==> src/sv/cfpc_pkg.sv <==
`default_nettype none
// ----------------------------------------------------------------------------
// cfpc_pkg
// Types, register indexes and the CRC-16/CCITT byte update shared by the
// command frame parser modules.
// ----------------------------------------------------------------------------
package cfpc_pkg;

    localparam int CFG_INDEX_W = 2;
    localparam int CFG_DATA_W  = 16;

    localparam logic [CFG_INDEX_W-1:0] REG_START_FIRST  = 2'd0;
    localparam logic [CFG_INDEX_W-1:0] REG_START_SECOND = 2'd1;
    localparam logic [CFG_INDEX_W-1:0] REG_CRC_INIT     = 2'd2;

    localparam logic [1:0] HDR_OPCODE = 2'd0;
    localparam logic [1:0] HDR_JOINT  = 2'd1;
    localparam logic [1:0] HDR_LENGTH = 2'd2;

    localparam logic [15:0] CRC_POLY = 16'h1021;

    typedef enum logic [2:0] {
        FR_HUNT,
        FR_SYNC,
        FR_HEADER,
        FR_PAYLOAD,
        FR_CRC_LO,
        FR_CRC_HI
    } front_state_t;

    typedef struct packed {
        logic [7:0]  start_first;
        logic [7:0]  start_second;
        logic [15:0] crc_init;
    } cfg_t;

    typedef struct packed {
        logic [7:0] opcode;
        logic [7:0] joint_id;
        logic [7:0] length;
        logic       slot;
    } desc_t;

    typedef struct packed {
        logic [7:0] opcode;
        logic [7:0] joint_id;
        logic [5:0] payload_length;
        logic [4:0] byte_index;
        logic [7:0] payload_byte;
        logic       byte_valid;
        logic       last;
    } res_t;

    function automatic logic [15:0] crc16_byte(input logic [15:0] crc,
                                               input logic [7:0]  data);
        logic [15:0] c;
        c = crc ^ {data, 8'h00};
        for (int i = 0; i < 8; i++) begin
            c = c[15] ? ((c << 1) ^ CRC_POLY) : (c << 1);
        end
        return c;
    endfunction

endpackage
`default_nettype wire

==> src/sv/command_frame_parser_crc16.sv <==
`default_nettype none
// Input: one byte per cycle; full rises only while two good frames wait in
// the descriptor queue, and falls when the older one has issued its last result.
// Result path: the first result of a good frame goes through the descriptor
// queue, the s1 register and the output queue to reach the result ports.
// Output: one result per cycle (single payload read port) if the queue has room.
// Reset: parser hunts for the first start byte, all queues empty; no clearing pass.
// ----------------------------------------------------------------------------
// command_frame_parser_crc16
// Scans a command byte stream for start-pair framed commands, checks the
// CRC-16/CCITT; a good frame gives one result per payload byte, or one if empty.
// ----------------------------------------------------------------------------
module command_frame_parser_crc16 import cfpc_pkg::*; #(
    parameter int MAX_PAYLOAD = 32
) (
    input  wire logic                   clk,
    input  wire logic                   rst_n,
    input  wire logic                   push,
    output logic                        full,
    input  wire logic [7:0]             rx_byte,
    output logic                        empty,
    input  wire logic                   pop,
    output logic [7:0]                  opcode,
    output logic [7:0]                  joint_id,
    output logic [5:0]                  payload_length,
    output logic [4:0]                  byte_index,
    output logic [7:0]                  payload_byte,
    output logic                        byte_valid,
    output logic                        last,
    input  wire logic                   cfg_write,
    input  wire logic [CFG_INDEX_W-1:0] cfg_index,
    input  wire logic [CFG_DATA_W-1:0]  cfg_data
);

    localparam int KW    = (MAX_PAYLOAD > 1) ? $clog2(MAX_PAYLOAD) : 1;
    localparam int DEPTH = 2 << KW;

    cfg_t        cfg_reg, cfg_next;
    logic        mem_we;
    logic [KW:0] mem_waddr;
    logic [7:0]  mem_wdata;
    logic [KW:0] mem_raddr;
    logic [7:0]  mem_rdata;
    logic        desc_push;
    desc_t       desc_in;
    logic        desc_pop;
    logic        desc_full;
    logic        desc_valid;
    desc_t       desc_head;
    res_t        result;

    always_comb
    begin
        cfg_next = cfg_reg;
        if (cfg_write)
        begin
            case (cfg_index)
                REG_START_FIRST:  cfg_next.start_first  = cfg_data[7:0];
                REG_START_SECOND: cfg_next.start_second = cfg_data[7:0];
                REG_CRC_INIT:     cfg_next.crc_init     = cfg_data;
                default:          cfg_next = cfg_reg;
            endcase
        end
    end

    always_ff @(posedge clk or negedge rst_n)
    begin
        if (!rst_n)
        begin
            cfg_reg.start_first  <= 8'hAA;
            cfg_reg.start_second <= 8'h55;
            cfg_reg.crc_init     <= 16'hFFFF;
        end
        else
        begin
            cfg_reg <= cfg_next;
        end
    end

    assign full = desc_full;

    cfpc_front #(
        .MAX_PAYLOAD(MAX_PAYLOAD),
        .KW         (KW)
    ) u_front (
        .clk      (clk),
        .rst_n    (rst_n),
        .cfg      (cfg_reg),
        .push     (push),
        .full     (desc_full),
        .rx_byte  (rx_byte),
        .mem_we   (mem_we),
        .mem_addr (mem_waddr),
        .mem_wdata(mem_wdata),
        .desc_push(desc_push),
        .desc     (desc_in)
    );

    cfpc_ram #(
        .WIDTH(8),
        .DEPTH(DEPTH)
    ) u_payload_ram (
        .clk    (clk),
        .wr_en  (mem_we),
        .wr_addr(mem_waddr),
        .wr_data(mem_wdata),
        .rd_addr(mem_raddr),
        .rd_data(mem_rdata)
    );

    cfpc_desc_fifo u_desc_fifo (
        .clk      (clk),
        .rst_n    (rst_n),
        .push     (desc_push),
        .push_data(desc_in),
        .pop      (desc_pop),
        .full     (desc_full),
        .valid    (desc_valid),
        .head     (desc_head)
    );

    cfpc_back #(
        .KW(KW)
    ) u_back (
        .clk       (clk),
        .rst_n     (rst_n),
        .desc_valid(desc_valid),
        .desc      (desc_head),
        .desc_pop  (desc_pop),
        .mem_raddr (mem_raddr),
        .mem_rdata (mem_rdata),
        .pop       (pop),
        .empty     (empty),
        .result    (result)
    );

    assign opcode         = result.opcode;
    assign joint_id       = result.joint_id;
    assign payload_length = result.payload_length;
    assign byte_index     = result.byte_index;
    assign payload_byte   = result.payload_byte;
    assign byte_valid     = result.byte_valid;
    assign last           = result.last;

    a_desc_no_overflow: assert property (@(posedge clk) disable iff (!rst_n)
        desc_push |-> !desc_full)
        else $error("descriptor pushed into a full queue");

    a_empty_frame_result: assert property (@(posedge clk) disable iff (!rst_n)
        (!empty && !byte_valid) |-> (last && payload_byte == 8'h00 && byte_index == 5'd0))
        else $error("empty-payload result is malformed");

    a_pop_needs_entry: assert property (@(posedge clk) disable iff (!rst_n)
        desc_pop |-> desc_valid)
        else $error("descriptor released while queue is empty");

    a_index_in_range: assert property (@(posedge clk) disable iff (!rst_n)
        (!empty && byte_valid && payload_length <= 6'd32)
            |-> ({1'b0, byte_index} < payload_length))
        else $error("byte index beyond payload length");

endmodule
`default_nettype wire

==> src/sv/cfpc_ram.sv <==
`default_nettype none
// ----------------------------------------------------------------------------
// cfpc_ram
// Generic single write port, single read port RAM with registered read data.
// ----------------------------------------------------------------------------
module cfpc_ram #(
    parameter int WIDTH = 8,
    parameter int DEPTH = 64
) (
    input  wire logic                     clk,
    input  wire logic                     wr_en,
    input  wire logic [$clog2(DEPTH)-1:0] wr_addr,
    input  wire logic [WIDTH-1:0]         wr_data,
    input  wire logic [$clog2(DEPTH)-1:0] rd_addr,
    output logic      [WIDTH-1:0]         rd_data
);

    logic [WIDTH-1:0] mem_reg [DEPTH];
    logic [WIDTH-1:0] rd_data_reg;

    always_ff @(posedge clk)
    begin
        if (wr_en)
        begin
            mem_reg[wr_addr] <= wr_data;
        end
        rd_data_reg <= mem_reg[rd_addr];
    end

    assign rd_data = rd_data_reg;

endmodule
`default_nettype wire

==> src/sv/cfpc_front.sv <==
`default_nettype none
// ----------------------------------------------------------------------------
// cfpc_front
// Frame parser: hunts for the start pair, captures the header, writes the
// payload into one of two buffer slots and checks the CRC. A good frame is
// handed to the back end as a descriptor.
// ----------------------------------------------------------------------------
module cfpc_front import cfpc_pkg::*; #(
    parameter int MAX_PAYLOAD = 32,
    parameter int KW          = 5
) (
    input  wire logic          clk,
    input  wire logic          rst_n,
    input  wire cfg_t          cfg,
    input  wire logic          push,
    input  wire logic          full,
    input  wire logic [7:0]    rx_byte,
    output logic               mem_we,
    output logic [KW:0]        mem_addr,
    output logic [7:0]         mem_wdata,
    output logic               desc_push,
    output desc_t              desc
);

    localparam logic [7:0] MAX_LEN = 8'(MAX_PAYLOAD);

    front_state_t  state_reg, state_next;
    logic [15:0]   crc_reg, crc_next;
    logic [1:0]    hdr_cnt_reg, hdr_cnt_next;
    logic [7:0]    opcode_reg, opcode_next;
    logic [7:0]    joint_reg, joint_next;
    logic [7:0]    len_reg, len_next;
    logic [KW-1:0] cnt_reg, cnt_next;
    logic [7:0]    crc_lo_reg, crc_lo_next;
    logic          slot_reg, slot_next;

    logic          take;
    logic [15:0]   crc_upd;
    logic [15:0]   crc_restart;
    logic          pay_last;

    assign take        = push && !full;
    assign crc_upd     = crc16_byte(crc_reg, rx_byte);
    assign crc_restart = crc16_byte(cfg.crc_init, rx_byte);
    assign pay_last    = (8'(cnt_reg) + 8'd1) == len_reg;

    always_comb
    begin
        state_next = state_reg;
        if (take)
        begin
            case (state_reg)
                FR_HUNT:
                begin
                    if (rx_byte == cfg.start_first)
                    begin
                        state_next = FR_SYNC;
                    end
                end
                FR_SYNC:
                begin
                    if (rx_byte == cfg.start_second)
                    begin
                        state_next = FR_HEADER;
                    end
                    else if (rx_byte == cfg.start_first)
                    begin
                        state_next = FR_SYNC;
                    end
                    else
                    begin
                        state_next = FR_HUNT;
                    end
                end
                FR_HEADER:
                begin
                    if (hdr_cnt_reg == HDR_LENGTH)
                    begin
                        if (rx_byte > MAX_LEN)
                        begin
                            state_next = FR_HUNT;
                        end
                        else if (rx_byte == 8'd0)
                        begin
                            state_next = FR_CRC_LO;
                        end
                        else
                        begin
                            state_next = FR_PAYLOAD;
                        end
                    end
                end
                FR_PAYLOAD:
                begin
                    if (pay_last)
                    begin
                        state_next = FR_CRC_LO;
                    end
                end
                FR_CRC_LO:
                begin
                    state_next = FR_CRC_HI;
                end
                FR_CRC_HI:
                begin
                    state_next = FR_HUNT;
                end
                default:
                begin
                    state_next = FR_HUNT;
                end
            endcase
        end
    end

    always_comb
    begin
        crc_next     = crc_reg;
        hdr_cnt_next = hdr_cnt_reg;
        opcode_next  = opcode_reg;
        joint_next   = joint_reg;
        len_next     = len_reg;
        cnt_next     = cnt_reg;
        crc_lo_next  = crc_lo_reg;
        slot_next    = slot_reg;
        mem_we       = 1'b0;
        desc_push    = 1'b0;
        if (take)
        begin
            case (state_reg)
                FR_HUNT:
                begin
                    if (rx_byte == cfg.start_first)
                    begin
                        crc_next = crc_restart;
                    end
                end
                FR_SYNC:
                begin
                    if (rx_byte == cfg.start_second)
                    begin
                        crc_next     = crc_upd;
                        hdr_cnt_next = HDR_OPCODE;
                    end
                    else if (rx_byte == cfg.start_first)
                    begin
                        crc_next = crc_restart;
                    end
                end
                FR_HEADER:
                begin
                    crc_next     = crc_upd;
                    hdr_cnt_next = hdr_cnt_reg + 2'd1;
                    cnt_next     = '0;
                    case (hdr_cnt_reg)
                        HDR_OPCODE: opcode_next = rx_byte;
                        HDR_JOINT:  joint_next  = rx_byte;
                        default:    len_next    = rx_byte;
                    endcase
                end
                FR_PAYLOAD:
                begin
                    mem_we   = 1'b1;
                    crc_next = crc_upd;
                    cnt_next = cnt_reg + 1'b1;
                end
                FR_CRC_LO:
                begin
                    crc_lo_next = rx_byte;
                end
                FR_CRC_HI:
                begin
                    if ({rx_byte, crc_lo_reg} == crc_reg)
                    begin
                        desc_push = 1'b1;
                        slot_next = ~slot_reg;
                    end
                end
                default:
                begin
                    crc_next = crc_reg;
                end
            endcase
        end
    end

    assign mem_addr      = {slot_reg, cnt_reg};
    assign mem_wdata     = rx_byte;
    assign desc.opcode   = opcode_reg;
    assign desc.joint_id = joint_reg;
    assign desc.length   = len_reg;
    assign desc.slot     = slot_reg;

    always_ff @(posedge clk or negedge rst_n)
    begin
        if (!rst_n)
        begin
            state_reg <= FR_HUNT;
            slot_reg  <= 1'b0;
            crc_reg   <= 16'hFFFF;
        end
        else
        begin
            state_reg <= state_next;
            slot_reg  <= slot_next;
            crc_reg   <= crc_next;
        end
    end

    always_ff @(posedge clk)
    begin
        hdr_cnt_reg <= hdr_cnt_next;
        opcode_reg  <= opcode_next;
        joint_reg   <= joint_next;
        len_reg     <= len_next;
        cnt_reg     <= cnt_next;
        crc_lo_reg  <= crc_lo_next;
    end

endmodule
`default_nettype wire

==> src/sv/cfpc_desc_fifo.sv <==
`default_nettype none
// ----------------------------------------------------------------------------
// cfpc_desc_fifo
// Two-entry queue of accepted frame descriptors between the parser and the
// result generator. An entry leaves when its last result has been issued.
// ----------------------------------------------------------------------------
module cfpc_desc_fifo import cfpc_pkg::*; (
    input  wire logic  clk,
    input  wire logic  rst_n,
    input  wire logic  push,
    input  wire desc_t push_data,
    input  wire logic  pop,
    output logic       full,
    output logic       valid,
    output desc_t      head
);

    desc_t      mem_reg [2];
    logic       wr_ptr_reg, wr_ptr_next;
    logic       rd_ptr_reg, rd_ptr_next;
    logic [1:0] count_reg, count_next;
    logic       do_push;
    logic       do_pop;

    assign full    = count_reg == 2'd2;
    assign valid   = count_reg != 2'd0;
    assign head    = mem_reg[rd_ptr_reg];
    assign do_push = push && !full;
    assign do_pop  = pop && valid;

    always_comb
    begin
        wr_ptr_next = do_push ? ~wr_ptr_reg : wr_ptr_reg;
        rd_ptr_next = do_pop ? ~rd_ptr_reg : rd_ptr_reg;
        count_next  = count_reg + 2'(do_push) - 2'(do_pop);
    end

    always_ff @(posedge clk or negedge rst_n)
    begin
        if (!rst_n)
        begin
            wr_ptr_reg <= 1'b0;
            rd_ptr_reg <= 1'b0;
            count_reg  <= 2'd0;
        end
        else
        begin
            wr_ptr_reg <= wr_ptr_next;
            rd_ptr_reg <= rd_ptr_next;
            count_reg  <= count_next;
        end
    end

    always_ff @(posedge clk)
    begin
        if (do_push)
        begin
            mem_reg[wr_ptr_reg] <= push_data;
        end
    end

endmodule
`default_nettype wire

==> src/sv/cfpc_back.sv <==
`default_nettype none
// ----------------------------------------------------------------------------
// cfpc_back
// Result generator: walks the payload of the frame at the head of the
// descriptor queue, one buffer read a cycle while the output queue has
// room, and collects the results in a four-entry output queue.
// ----------------------------------------------------------------------------
module cfpc_back import cfpc_pkg::*; #(
    parameter int KW = 5
) (
    input  wire logic          clk,
    input  wire logic          rst_n,
    input  wire logic          desc_valid,
    input  wire desc_t         desc,
    output logic               desc_pop,
    output logic [KW:0]        mem_raddr,
    input  wire logic [7:0]    mem_rdata,
    input  wire logic          pop,
    output logic               empty,
    output res_t               result
);

    localparam int         QDEPTH = 4;
    localparam int         QPW    = $clog2(QDEPTH);
    localparam logic [QPW:0] QFULL = (QPW+1)'(QDEPTH);

    logic [KW-1:0]  idx_reg, idx_next;
    logic           s1_valid_reg;
    res_t           s1_reg;
    res_t           q_reg [QDEPTH];
    logic [QPW-1:0] wr_ptr_reg;
    logic [QPW-1:0] rd_ptr_reg;
    logic [QPW:0]   count_reg, count_next;

    logic           issue;
    logic           zero_len;
    logic           issue_last;
    logic           q_pop;
    res_t           entry;

    assign zero_len   = desc.length == 8'd0;
    assign issue      = desc_valid && ((count_reg + (QPW+1)'(s1_valid_reg)) < QFULL);
    assign issue_last = zero_len || ((8'(idx_reg) + 8'd1) == desc.length);
    assign desc_pop   = issue && issue_last;
    assign mem_raddr  = {desc.slot, idx_reg};

    always_comb
    begin
        idx_next = idx_reg;
        if (issue)
        begin
            idx_next = issue_last ? '0 : idx_reg + 1'b1;
        end
    end

    always_comb
    begin
        entry              = s1_reg;
        entry.payload_byte = s1_reg.byte_valid ? mem_rdata : 8'h00;
    end

    assign q_pop      = pop && !empty;
    assign count_next = count_reg + (QPW+1)'(s1_valid_reg) - (QPW+1)'(q_pop);
    assign empty      = count_reg == '0;
    assign result     = q_reg[rd_ptr_reg];

    always_ff @(posedge clk or negedge rst_n)
    begin
        if (!rst_n)
        begin
            idx_reg      <= '0;
            s1_valid_reg <= 1'b0;
            wr_ptr_reg   <= '0;
            rd_ptr_reg   <= '0;
            count_reg    <= '0;
        end
        else
        begin
            idx_reg      <= idx_next;
            s1_valid_reg <= issue;
            count_reg    <= count_next;
            if (s1_valid_reg)
            begin
                wr_ptr_reg <= wr_ptr_reg + 1'b1;
            end
            if (q_pop)
            begin
                rd_ptr_reg <= rd_ptr_reg + 1'b1;
            end
        end
    end

    always_ff @(posedge clk)
    begin
        if (issue)
        begin
            s1_reg.opcode         <= desc.opcode;
            s1_reg.joint_id       <= desc.joint_id;
            s1_reg.payload_length <= desc.length[5:0];
            s1_reg.byte_index     <= 5'(idx_reg);
            s1_reg.payload_byte   <= 8'h00;
            s1_reg.byte_valid     <= !zero_len;
            s1_reg.last           <= issue_last;
        end
        if (s1_valid_reg)
        begin
            q_reg[wr_ptr_reg] <= entry;
        end
    end

endmodule
`default_nettype wire

==> config.mk <==
export PLATFORM = sky130hd
export DESIGN_NAME = command_frame_parser_crc16
export DESIGN_NICKNAME = d
export VERILOG_FILES = /design/src/sv/cfpc_pkg.sv /design/src/sv/command_frame_parser_crc16.sv /design/src/sv/cfpc_ram.sv /design/src/sv/cfpc_front.sv /design/src/sv/cfpc_desc_fifo.sv /design/src/sv/cfpc_back.sv
export SDC_FILE = /design/constraint.sdc
export NUM_CORES = 1
export LEC_CHECK = 0
export ABC_AREA = 0
export BUFFER_PORTS_ARGS = -buffer_cell sky130_fd_sc_hd__buf_2
export CAP_MARGIN = 20
export CORE_MARGIN = 3
export CORE_UTILIZATION = 40
export DETAILED_ROUTE_END_ITERATION = 12
export PLACE_DENSITY = 0.58
export SLEW_MARGIN = 15
export SYNTH_ARGS = -nofsm -noshare
export SYNTH_HDL_FRONTEND = slang
export SYNTH_SLANG_ARGS = --single-unit
==> constraint.sdc <==
create_clock -name clk -period 4.1 [get_ports clk]
set_clock_uncertainty 0.2 [all_clocks]
set_input_delay 0.41 -clock clk [delete_from_list [all_inputs] [get_ports clk]]
set_output_delay 0.41 -clock clk [all_outputs]
set_load 0.02 [all_outputs]
==> impl_metrics.env <==
export IMPL_p_comb_frac=0.105
export IMPL_grt_pass1_wl_mm=112
export IMPL_async_reset_ff_frac=0.0807
export IMPL_fin_crit_sh=0.794
export IMPL_switching_power_mw=4.74
export IMPL_syn_num_nets=1737
export IMPL_cp_start_kind="register"
export IMPL_dp_hpwl_mm=46.0
export IMPL_clkTransAtPathRegs_ps=60
export IMPL_layout_min_cycle_time_ps=3260
export IMPL_clockBufferDepth=3
export IMPL_synth_ff_type="edfxtp_1"
export IMPL_worst_slew_pin_slew_ps=1030
export IMPL_fin_util=0.470
export IMPL_grt_start_max_net_pins=78
export IMPL_crit_required_ps=4160
export IMPL_setup_viol=0
export IMPL_worstSetupPathType="register to register"
export IMPL_finalHoldViolations=0
export IMPL_clock_fmax_ghz=0.307
export IMPL_relSlewSlack=0.313
export IMPL_dr_pass1_iters=5
export IMPL_drt_iter0_drc=1395
export IMPL_avgViaCountPerCell=5.43
export IMPL_sw_frac_of_total=0.234
export IMPL_rows=105
export IMPL_htree_levels=3
export IMPL_dieArea_um2=87600
export IMPL_chipWidth_um=296
export IMPL_p_clk_frac=0.402
export IMPL_antenna_found_initial=1
export IMPL_global_route_usage_met1=0.244
export IMPL_busiest_layer="met2"
export IMPL_crit_arrival_ps=3320
export IMPL_wl_mm=74.4
export IMPL_place_inst=2845
export IMPL_final_nets=1931
export IMPL_drc=0
export IMPL_clock_latency_ps=640
export IMPL_syn_inst=1691
export IMPL_synth_distinct_cells=59
export IMPL_yosys_area_top_type="edfxtp_1"
export IMPL_p_leak_nw=12.6
export IMPL_setup_tns_ps=0
export IMPL_ir_drop_mv=0.291
export IMPL_endpoint_kind="register"
export IMPL_cts_root_buf="clkbuf_16"
export IMPL_crit_fanout=11
export IMPL_netlist_area_um2=33600
export IMPL_diodes=0
export IMPL_core_area_um2=82600
export IMPL_synthTopCellsByCount="edfxtp_1 (778), mux4_2 (170), nor2_1 (109)"
export IMPL_io_pins=70
export IMPL_final_cells=3031
export IMPL_numPortBuffers=69
export IMPL_use_met3=0.0395
export IMPL_via_count=16400
export IMPL_cap_viol_max_count=0
export IMPL_finalPower_mw=20.3
export IMPL_worst_hold_path_type="input pin to register"
export IMPL_synth_edff_count=778
export IMPL_areaGrowthSynthToFinish_pct=15.5
export IMPL_p_per_area_nw_per_um2=522
export IMPL_synth_seq_area_share=0.752
export IMPL_rsz0062_at_grt="false"
export IMPL_antenna_left=0
export IMPL_wl_per_cell_um=24.5
export IMPL_placed_area_um2=35700
export IMPL_ys_top_cells_by_area="edfxtp_1 (69%), mux4_2 (11%), dfstp_2 (3.1%)"
export IMPL_numCtsBuffers=89
export IMPL_cts_sinks=855
export IMPL_drive_gt1_frac=0.301
export IMPL_grt_overflow=0
export IMPL_place_congestion=0.815
export IMPL_floorplan_initialDensity=0.407
export IMPL_yosysTopAreaCellShare=0.694
export IMPL_pwr_share_seq=0.493
export IMPL_chipHeight_um=296
export IMPL_synth_seq_cells=855
export IMPL_status="finished clean"
export IMPL_largest_reg_flops=512
export IMPL_grtUsageMet2=0.267
export IMPL_cts_tree="done"
export IMPL_globalRouteTotalUtil=0.172
export IMPL_syn_area_per_cell_um2=19.9
export IMPL_yosysWarnings=0
export IMPL_maxSlewViolCount=0
export IMPL_design_area_um2=38900
export IMPL_yosysMostFrequentCell="edfxtp_1"
export IMPL_nFillCells=6757
export IMPL_intPower_mw=15.5
export IMPL_grt_pass1_vias=16800
## critical path, stage by stage, from the launching register on
cell and delay, ps:
dfrtp_1 520, inv_1 160, or3_1 480, nor3_1 350, nand2_1 490, nor2_1 690
## repair_timing
action	4_1_cts	5_1_grt
setup buffers	0	0
gates resized for setup	0	0
hold buffers	19	0
endpoints found under the hold margin	81	0
## cells in the final DEF, fill, tap and decap left out, types with 7 or more instances in the layout
master	count
a211oi_1	8
a21oi_1	18
a22oi_1	15
and2_1	14
buf_2	69
buf_4	93
bufinv_16	10
clkbuf_1	23
clkbuf_16	92
clkinv_1	11
clkinv_2	16
dfrtp_1	26
dfstp_2	40
dfxtp_1	8
dlygate4sd3_1	19
edfxtp_1	778
ha_1	15
inv_1	25
mux2_2	52
mux2i_1	28
mux4_2	170
nand2_1	37
nand2b_1	11
nand3_1	24
nand4_1	7
nor2_1	107
nor3_1	27
o21ai_0	8
o22ai_1	15
o311ai_2	8
xnor2_1	59
xor2_1	36
## per-stage QoR
stage	hold slack, ps	worst slack, ps
floorplan	-85.6	716
global placement	221	940
detailed placement	234	891
CTS	36.3	887
global route	27.2	627
finish	72.9	843
## final cells by class
type                            count  area, µm²  area share
Inverter                           28        105     0.00270
Tap cell                         1070       1340      0.0345
Clock inverter                     49        547      0.0141
Timing Repair Buffer              186       1330      0.0343
Sequential cell                   855      25300       0.651
Clock buffer                      118       2430      0.0625
Multi-Input combinational cell    725       7800       0.201
## layer usage
metal  wire length, µm  up-vias
met3              5460      117
met5                 0        -
li1                  -     7182
met2             35000      571
met4              1970        0
met1             31900     8579
## worst paths after layout
path / start / to / slack (ps) / cells after the start
worst max register to register: u_front.state_reg[1] / u_payload_ram.mem_reg[44][3] / 840 / 5
worst min register to register: u_front.joint_reg[5] / u_desc_fifo.mem_reg[1][14] / 240 / 0
min in group asynchronous: rst_n / u_front.crc_reg[15] / 370 / 2
worst min-delay path: rx_byte[0] / u_front.crc_lo_reg[0] / 70 / 1
worst max-delay path: u_front.state_reg[1] / u_payload_ram.mem_reg[44][3] / 840 / 5
max in group asynchronous: rst_n / cfg_reg[27] / 2910 / 3
## power groups by stage
stage	Clock (mW)	Sequential, mW	Combinational [mW]
2_1_floorplan	0	10.1	1.59
3_3_place_gp	0	10.2	2.12
3_5_place_dp	0	10.2	2.15
4_1_cts	8.35	9.99	2.17
5_1_grt	8.72	10.0	2.33
6_report	8.16	9.98	2.13
## cells by family (layout without fill, tap and decap cells)
| family | count (synthesis) | in the layout | synth area share |
|---|---|---|---|
| AO/OA/AOI/OAI | 97 | 97 | 0.0221 |
| XOR/XNOR | 98 | 98 | 0.0266 |
| adder cells (fa/ha/maj) | 15 | 15 | 0.00558 |
| buffers and inverters | 111 | 381 | 0.0165 |
| flip-flops | 855 | 855 | 0.752 |
| multiplexers | 252 | 252 | 0.140 |
| AND/OR/NAND/NOR | 263 | 263 | 0.0369 |
No activity file was read; power rests on OpenSTA's default activity.
